==> config.mk <==
export PLATFORM = sky130hd
export DESIGN_NAME = win_path_name_sanitizer_unit
export DESIGN_NICKNAME = d
export VERILOG_FILES = /design/src/rtl/wps_pkg.sv /design/src/rtl/wps_comp_track.sv /design/src/rtl/wps_out_buf.sv /design/src/rtl/win_path_name_sanitizer_unit.sv
export SDC_FILE = /design/constraint.sdc
export NUM_CORES = 1
export LEC_CHECK = 0
export BUFFER_PORTS_ARGS = -buffer_cell sky130_fd_sc_hd__buf_2
export CAP_MARGIN = 5
export CORE_MARGIN = 2
export CORE_UTILIZATION = 40
export DETAILED_ROUTE_END_ITERATION = 6
export GPL_ROUTABILITY_DRIVEN = 0
export MAX_ROUTING_LAYER = met4
export PLACE_DENSITY = 0.67
export SETUP_SLACK_MARGIN = 0.2
export SLEW_MARGIN = 20
export SYNTH_ARGS = -nofsm -noshare
export SYNTH_HDL_FRONTEND = slang
export SYNTH_SLANG_ARGS = --single-unit
==> constraint.sdc <==
create_clock -name i_clk -period 4.55 [get_ports i_clk]
set_clock_uncertainty 0.1 [all_clocks]
set_input_delay 0.6825 -clock i_clk [delete_from_list [all_inputs] [get_ports i_clk]]
set_output_delay 0.6825 -clock i_clk [all_outputs]
set_load 0.005 [all_outputs]
==> src/rtl/wps_pkg.sv <==
// shared types, constants and helpers of the path name sanitizer
`default_nettype none
package wps_pkg;

    localparam logic [7:0] ChSlash    = 8'h2F;
    localparam logic [7:0] ChDot      = 8'h2E;
    localparam logic [7:0] ChUnder    = 8'h5F;
    localparam logic [7:0] ChSpace    = 8'h20;
    localparam logic [7:0] ChDel      = 8'h7F;
    localparam logic [7:0] ChHigh     = 8'h80;
    localparam logic [7:0] EscLead    = 8'hEF;
    localparam logic [7:0] EscCont    = 8'h80;
    localparam logic [7:0] LowMask    = 8'h3F;
    localparam logic [7:0] CaseOffset = 8'h20;
    localparam logic [2:0] LenSat     = 3'd7;
    localparam logic [2:0] LenShort   = 3'd3;
    localparam logic [2:0] LenLong    = 3'd4;

    // reserved stems, upper case
    localparam logic [23:0] StemCon = {8'h43, 8'h4F, 8'h4E};
    localparam logic [23:0] StemPrn = {8'h50, 8'h52, 8'h4E};
    localparam logic [23:0] StemAux = {8'h41, 8'h55, 8'h58};
    localparam logic [23:0] StemNul = {8'h4E, 8'h55, 8'h4C};
    localparam logic [23:0] StemCom = {8'h43, 8'h4F, 8'h4D};
    localparam logic [23:0] StemLpt = {8'h4C, 8'h50, 8'h54};

    // component tracking state
    typedef struct packed {
        logic [2:0]      len;
        logic [2:0][7:0] head;
        logic            fourth_digit;
    } t_comp;

    // result bytes of one request, last_idx is the index of the final byte
    typedef struct packed {
        logic [2:0][7:0] bytes;
        logic [1:0]      last_idx;
        logic            path_end;
    } t_result;

    function automatic logic [7:0] to_upper(input logic [7:0] c);
        logic [7:0] u;
        u = c;
        if (c >= 8'h61 && c <= 8'h7A) begin
            u = c - CaseOffset;
        end
        return u;
    endfunction

    function automatic logic [23:0] stem_of(input t_comp s);
        return {to_upper(s.head[0]), to_upper(s.head[1]), to_upper(s.head[2])};
    endfunction

    function automatic logic is_reserved(input t_comp s);
        logic [23:0] st;
        logic        r;
        st = stem_of(s);
        r  = 1'b0;
        if (s.len == LenShort) begin
            r = (st == StemCon) || (st == StemPrn) || (st == StemAux) || (st == StemNul);
        end else if (s.len == LenLong && s.fourth_digit) begin
            r = (st == StemCom) || (st == StemLpt);
        end
        return r;
    endfunction

    function automatic logic is_unsafe(input logic [7:0] b, input logic esc_high);
        logic u;
        if (b < ChSpace || b == ChDel) begin
            u = 1'b1;
        end else if (b >= ChHigh) begin
            u = esc_high;
        end else begin
            u = (b == 8'h3C) || (b == 8'h3E) || (b == 8'h3A) || (b == 8'h7C) ||
                (b == 8'h3F) || (b == 8'h2A) || (b == 8'h5C) || (b == 8'h22);
        end
        return u;
    endfunction

endpackage
`default_nettype wire

==> src/rtl/wps_comp_track.sv <==
// component state registers and per-byte result building
`default_nettype none
module wps_comp_track (
    input  wire logic             i_clk,
    input  wire logic             i_rst_n,
    input  wire logic             i_fire,
    input  wire logic [7:0]       i_byte,
    input  wire logic             i_last,
    input  wire logic             i_esc_high,
    output wps_pkg::t_result      o_res
);

    wps_pkg::t_comp r_comp;
    wps_pkg::t_comp n_comp;
    wps_pkg::t_comp upd;
    logic           sep;

    // component state after this byte, before the end-of-path clear
    always_comb begin
        sep = (i_byte == wps_pkg::ChSlash) || (i_byte == wps_pkg::ChDot);
        upd = r_comp;
        if (sep) begin
            upd = '0;
        end else begin
            if (r_comp.len < wps_pkg::LenShort) begin
                upd.head[r_comp.len[1:0]] = i_byte;
            end
            if (r_comp.len == wps_pkg::LenShort) begin
                upd.fourth_digit = (i_byte >= 8'h31) && (i_byte <= 8'h39);
            end
            if (r_comp.len < wps_pkg::LenSat) begin
                upd.len = r_comp.len + 3'd1;
            end
        end
        n_comp = i_last ? '0 : upd;
    end

    // result bytes for this request
    always_comb begin
        o_res          = '0;
        o_res.path_end = i_last;
        if (sep) begin
            if (wps_pkg::is_reserved(r_comp)) begin
                o_res.bytes[0] = wps_pkg::ChUnder;
                o_res.bytes[1] = i_byte;
                o_res.last_idx = 2'd1;
            end else begin
                o_res.bytes[0] = i_byte;
                o_res.last_idx = 2'd0;
            end
        end else if (wps_pkg::is_unsafe(i_byte, i_esc_high)) begin
            o_res.bytes[0] = wps_pkg::EscLead;
            o_res.bytes[1] = wps_pkg::EscCont | {2'b00, i_byte[7:6]};
            o_res.bytes[2] = wps_pkg::EscCont | (i_byte & wps_pkg::LowMask);
            o_res.last_idx = 2'd2;
        end else begin
            o_res.bytes[0] = i_byte;
            o_res.last_idx = 2'd0;
        end
        // suffix at end of path for a reserved final component
        if (i_last && o_res.last_idx != 2'd2 && wps_pkg::is_reserved(upd)) begin
            case (o_res.last_idx)
                2'd0: begin
                    o_res.bytes[1] = wps_pkg::ChUnder;
                    o_res.last_idx = 2'd1;
                end
                2'd1: begin
                    o_res.bytes[2] = wps_pkg::ChUnder;
                    o_res.last_idx = 2'd2;
                end
                default: begin
                    o_res.last_idx = o_res.last_idx;
                end
            endcase
        end
    end

    // state update
    always_ff @(posedge i_clk) begin
        if (!i_rst_n) begin
            r_comp <= '0;
        end else if (i_fire) begin
            r_comp <= n_comp;
        end
    end

endmodule
`default_nettype wire

==> src/rtl/wps_out_buf.sv <==
// result register that hands out one byte per cycle while i_ready is high
`default_nettype none
module wps_out_buf (
    input  wire logic             i_clk,
    input  wire logic             i_rst_n,
    input  wire logic             i_load,
    input  wire wps_pkg::t_result i_res,
    output logic                  o_can_load,
    output logic                  o_valid,
    input  wire logic             i_ready,
    output logic [7:0]            o_byte,
    output logic                  o_run_end,
    output logic                  o_path_end
);

    logic            r_valid;
    logic [1:0]      r_idx;
    logic [1:0]      r_last_idx;
    logic [2:0][7:0] r_bytes;
    logic            r_path_end;
    logic            take;

    // current byte and its end flags
    always_comb begin
        case (r_idx)
            2'd0:    o_byte = r_bytes[0];
            2'd1:    o_byte = r_bytes[1];
            2'd2:    o_byte = r_bytes[2];
            default: o_byte = r_bytes[0];
        endcase
        o_valid    = r_valid;
        o_run_end  = (r_idx == r_last_idx);
        o_path_end = o_run_end & r_path_end;
        take       = r_valid & i_ready;
        o_can_load = !r_valid || (take && o_run_end);
    end

    // control
    always_ff @(posedge i_clk) begin
        if (!i_rst_n) begin
            r_valid <= 1'b0;
            r_idx   <= 2'd0;
        end else if (i_load) begin
            r_valid <= 1'b1;
            r_idx   <= 2'd0;
        end else if (take && o_run_end) begin
            r_valid <= 1'b0;
        end else if (take) begin
            r_idx <= r_idx + 2'd1;
        end
    end

    // payload
    always_ff @(posedge i_clk) begin
        if (i_load) begin
            r_bytes    <= i_res.bytes;
            r_last_idx <= i_res.last_idx;
            r_path_end <= i_res.path_end;
        end
    end

endmodule
`default_nettype wire

==> src/rtl/win_path_name_sanitizer_unit.sv <==
// top level of the windows path name sanitizer
// One path byte enters per request and yields one to three output bytes: the byte itself,
// a three-byte escape EF,80|(b>>6),80|(b&3F) for unsafe bytes, and a '_' ahead of a
// separator or after the final byte when a component is a reserved device name. A byte
// that yields one output byte frees the input as it is taken, so plain text streams at one
// byte per cycle while m_axis_tready is high; each extra output byte holds the input back
// while the result register drains one byte per cycle unless stalled. The user must write
// escape_high_bytes via the cfg channel only while idle; the block does not enforce this.
`default_nettype none
module win_path_name_sanitizer_unit (
    input  wire logic       i_clk,
    input  wire logic       i_rst_n,
    // configuration
    input  wire logic       i_cfg_valid,
    output logic            o_cfg_ready,
    input  wire logic       i_cfg_data,     // escape_high_bytes
    // input stream
    input  wire logic       s_axis_tvalid,
    output logic            s_axis_tready,
    input  wire logic [7:0] s_axis_tdata,   // [7:0] in_byte
    input  wire logic       s_axis_tlast,   // last
    // output stream
    output logic            m_axis_tvalid,
    input  wire logic       m_axis_tready,
    output logic [7:0]      m_axis_tdata,   // [7:0] out_byte
    output logic            m_axis_tuser,   // [0] run_end
    output logic            m_axis_tlast    // path_end
);

    logic             r_esc_high;
    logic             r_in_valid;
    logic [7:0]       r_in_byte;
    logic             r_in_last;
    logic             can_load;
    logic             load;
    wps_pkg::t_result res;

    // configuration register
    assign o_cfg_ready = 1'b1;
    always_ff @(posedge i_clk) begin
        if (!i_rst_n) begin
            r_esc_high <= 1'b0;
        end else if (i_cfg_valid) begin
            r_esc_high <= i_cfg_data;
        end
    end

    // input register
    assign load          = r_in_valid & can_load;
    assign s_axis_tready = !r_in_valid || can_load;
    always_ff @(posedge i_clk) begin
        if (!i_rst_n) begin
            r_in_valid <= 1'b0;
        end else if (s_axis_tready) begin
            r_in_valid <= s_axis_tvalid;
        end
    end
    always_ff @(posedge i_clk) begin
        if (s_axis_tvalid && s_axis_tready) begin
            r_in_byte <= s_axis_tdata;
            r_in_last <= s_axis_tlast;
        end
    end

    // component tracking and result building
    wps_comp_track u_track (
        .i_clk      (i_clk),
        .i_rst_n    (i_rst_n),
        .i_fire     (load),
        .i_byte     (r_in_byte),
        .i_last     (r_in_last),
        .i_esc_high (r_esc_high),
        .o_res      (res)
    );

    // result register
    wps_out_buf u_out (
        .i_clk      (i_clk),
        .i_rst_n    (i_rst_n),
        .i_load     (load),
        .i_res      (res),
        .o_can_load (can_load),
        .o_valid    (m_axis_tvalid),
        .i_ready    (m_axis_tready),
        .o_byte     (m_axis_tdata),
        .o_run_end  (m_axis_tuser),
        .o_path_end (m_axis_tlast)
    );

endmodule
`default_nettype wire

* Word level (Yosys, flattened, before mapping) *
Cells that the tools add are included.
W data, S select, Z words.

word-level totals
  bits in registers = 69
  output and inout port bits = 13

cells by class
  add/subtract/negate cells = 8
  order comparisons = 20
  equal/unequal tests = 32
  multiplexer cells = 39
  bitwise logic cells = 5
  reductions and logical operators = 39

operators with widths
  operator                count
  $eq A24 B23 Y1 const B  12
  $mux W8                 14
  $eq A8 B6 Y1 const B    8
  $mux W28                2
  $ge A8 B7 Y1 const B    6
  $le A8 B7 Y1 const B    6
  $sub A8 B6 Y8 const B   6
  $mux W16                2
  $bwmux W24              1
  $eq A8 B7 Y1 const B    3
  $mux W24                1
  $mux W10                2
  $logic_or A1 B1 Y1      19
  $mux W18                1
  $demux W8 S2            1
  $pmux W8 S2             1
  $logic_and A1 B1 Y1     14
  $mux W1                 11
  $ge A8 B6 Y1 const B    1
  $ge A8 B8 Y1 const B    1
  $le A8 B6 Y1 const B    1
  $lt A8 B6 Y1 const B    1
  $eq A3 B2 Y1 const B    2
  $eq A3 B3 Y1 const B    2
  other kinds (20)        25

* Logic depth before layout (Yosys ltp) *
  depth in word-level cells = 17
  depth in mapped cells = 13
  gate-level depth less buffers = 12

* Modules after synthesis *
A second synthesis with hierarchy kept.

unflattened totals
  cells, all modules = 484
  area, all modules = 4,351.7 um^2

by module, submodules not included
  module                        instances  cells each  area each (um^2)
  wps_comp_track                1          385         2,812.7
  wps_out_buf                   1          79          1,156.1
  win_path_name_sanitizer_unit  1          20          382.9

* Least setup slack after synthesis *
Ideal clock, no wire load.

  kind = register -> register
  start = register u_track.r_comp[25] in the netlist's numbering
  end = register u_out.r_bytes[8] in the netlist's numbering (data pin)
  arrival = 3,046 ps
  data required time = 4,318 ps
  path slack = 1,272 ps
  stages on the path, launching flop included = 13
  path through = dfxtp_1 inv_1 ha_1 and2_2 buf_2 o21ai_0 o21ai_0 ha_1 nor4_1 o21ai_0 or3_1 a2111oi_4 a221o_1

RTL lines
  element                 line                  text
  from (decl)             wps_comp_track.sv:13  wps_pkg::t_comp r_comp;
  from (signal assigned)  wps_comp_track.sv:83  r_comp <= n_comp;
  to (signal assigned)    wps_out_buf.sv:56     r_bytes <= i_res.bytes;
  to (decl)               wps_out_buf.sv:19     logic [2:0][7:0] r_bytes;

==> out/metrics.cfg <==
[place]
io_buffers=26
dp_slack_ns=0.987
place_area_um2=4370
dpl.cell_count=592
place_hpwl_mm=7.79

[yosys]
syn_area_um2=4160
synthArstFlopShare=0
synth-edff-count=36
synth_cell_types=70
ys_ff_latch=69
synth_top_flop_cell=edfxtp_1
synthCells=454
ys_seq_area_frac=0.418
yosys_warnings=0
synth.avg_cell_area_um2=9.17
synth_nets=483

[setup_path]
slowest_delay_ns=0.51
crit_fanout=12
timing.rr.start=u_track.r_comp[25]
critPathLaunch=u_track.r_comp[25]
crit_type=reg -> reg
cp_top_family=simple AND/OR/NAND/NOR gates
required_ns=4.67
slowest_stage=dfxtp_1
path_cells=inv_1, ha_1, and2_2, o21ai_0, o21ai_0, ha_1, nor4_1, o21ai_0, or3_1, a2111oi_4, or2_1
start_kind=flip-flop
crit_arrival_ns=3.78
rr_worst_depth=11
worstSetupEndpointType=flip-flop
worst-path-buf-inv=1
path_common_cell=o21ai_0
path_depth=11

[sta]
worst_slew_pin_slew_ns=0.655
rsz0062_at_grt=no
fmax_mhz=273
period_share=0.804
hold-worst-slack_ns=0.398
setup_violations=0
finalSetupTns_ns=0
finalCriticalPeriod_ns=3.66
setup_slack_ns=0.892
relSlewSlack=0.563
slew_violations=0
hold_viol_final=0

[clocking]
clk_path_buf_depth=2
ctsHoldBuffers=0
postCtsSetupBuffers=0
clk_latency_ns=0.35
cts_resized=0
path_clk_slew_ns=0.08
htreeDepth=3
cts-root-buf=clkbuf_8
cts_tree=done
clock-sinks=69
cts_buffers=9

[flow_run]
max_cap_violations=0

[detailed_routing]
vias=3674
avgViaCountPerCell=6.04
finalWirelength_mm=11.1
wl_per_cell_um=18.3
ant_nets=0
first_pass_iters=5
initialDrtViolationCount=292
drc=0

[floorplanning]
die_x_um=106
rows=37
pin_count=28
dieArea_um2=11200
core-area_um2=10200
die_h_um=106
start_util=0.407

[worst_hold_path]
hp-class=in -> reg
hp-start=s_axis_tdata[0]
holdPathStages=1

[cells_and_area]
drive_above_1_share=0.138
fin_cells=608
final_area_um2=4580
n_fill_cell=985
postLayoutCoreUtil=0.448
layout_commonest_cell=nand2_1
nets=496
syn_to_final_growth_pct=10.1
layout_common_cells=38 x nand2_1, 36 x edfxtp_1, 33 x dfxtp_1, 28 x o21ai_0
antennaDiodeCount=0

[grt]
global_route.usage.met1=0.258
grt_pass1_vias=3627
grt_overflow=0
grt_use_met2=0.321
busiest_layer=met2
grtUsageMet3=0.0484
antenna_found_initial=0
grt_usage=0.213
grt_pass1_wl_mm=18.2
grt_max_degree=29

[power]
swShare=0.257
p_leak_nw=1.62
power.total_mw=1.41
internal_power_mw=1.05
powerDensity_nw_per_um2=308
ir_drop_mv=0.216
clockPowerShare=0.391
switching_power_mw=0.363
p_seq_frac=0.501
pwr-share-comb=0.108

[outcome]
status=completed

## registers in the layout, indices dropped and copies added, names as in the netlist
signal / count
u_out.r_idx: 2
u_out.r_bytes: 24
r_in_valid: 1
r_in_byte: 8
u_track.r_comp: 28
r_esc_high: 1
u_out.r_path_end: 1
u_out.o_valid: 1
r_in_last: 1
u_out.r_last_idx: 2
## Yosys cell counts (6+ instances only)
| cell type | count | area [µm²] |
|---|---|---|
| a22oi_1 | 11 | 82.6 |
| ha_1 | 14 | 175 |
| nor3_1 | 15 | 75.1 |
| or3_1 | 6 | 37.5 |
| mux2i_1 | 9 | 90.1 |
| and2_1 | 11 | 68.8 |
| a211oi_1 | 6 | 45.0 |
| inv_1 | 20 | 75.1 |
| dfxtp_1 | 33 | 661 |
| nor2b_1 | 10 | 62.6 |
| a21oi_1 | 25 | 125 |
| o22ai_1 | 7 | 43.8 |
| buf_2 | 6 | 30.0 |
| edfxtp_1 | 36 | 1080 |
| o21ai_0 | 28 | 140 |
| or2_2 | 6 | 37.5 |
| nor2_1 | 26 | 97.6 |
| clkbuf_1 | 20 | 75.1 |
| nand2b_1 | 8 | 50.1 |
| nand4b_1 | 6 | 52.6 |
| nand2_1 | 38 | 143 |
| nor4_1 | 12 | 75.1 |
| a22o_1 | 12 | 105 |
## worst paths after layout
path | end | slack [ns]
worst min register to register | u_track.r_comp[14] | 0.43
worst max register to register | u_out.r_last_idx[0] | 0.89
worst max-delay path | u_out.r_last_idx[0] | 0.89
worst min-delay path | r_in_byte[0] | 0.40
## layout make-up
| cell class | count | area (µm²) | area share |
|---|---|---|---|
| well taps | 136 | 170 | 0.0371 |
| flip-flops and latches | 69 | 1740 | 0.380 |
| multi-input cells | 335 | 2210 | 0.482 |
| repair buffers | 32 | 175 | 0.0382 |
| inverters | 20 | 75.1 | 0.0164 |
| clock buffers | 10 | 128 | 0.0278 |
| clock inverters | 6 | 86.3 | 0.0188 |
## worst reg2reg max path: cells and delay by family, from the launching register on
| family | cells | cell delay, ns |
|---|---|---|
| adder cells (fa/ha/maj) | 2 | 0.66 |
| buffers and inverters | 1 | 0.22 |
| AND/OR/NAND/NOR | 4 | 1.10 |
| AO/OA/AOI/OAI | 4 | 0.95 |
| flip-flops | 1 | 0.51 |
## kinds of logic (layout without fill, tap and decap cells)
family                   count (synthesis)  count (layout)  share of synthesized area
multiplexers                            10              10                     0.0243
AND/OR/NAND/NOR                        172             172                      0.231
flip-flops                              69              69                      0.418
XOR/XNOR                                 3               3                    0.00631
other                                    2               2                    0.00180
AO/OA/AOI/OAI                          134             134                      0.224
adder cells (fa/ha/maj)                 14              14                     0.0421
buffers and inverters                   50              68                     0.0514
## layer usage
layer | wire length [µm] | vias to the layer above | share of wire
met5 | 0 | - | 0
met4 | 635 | 0 | 0.057
met3 | 856 | 56 | 0.077
met2 | 4940 | 194 | 0.44
met1 | 4690 | 1705 | 0.42
li1 | - | 1719 | -
## power by group through the flow
stage / clock (mW) / combinational [mW] / sequential, mW
2_1_floorplan: 0 / 0.110 / 0.707
3_3_place_gp: 0 / 0.148 / 0.720
3_5_place_dp: 0 / 0.150 / 0.721
4_1_cts: 0.560 / 0.150 / 0.706
5_1_grt: 0.580 / 0.169 / 0.710
6_report: 0.552 / 0.152 / 0.708
Note: power is estimated with default switching activity, not from simulation.
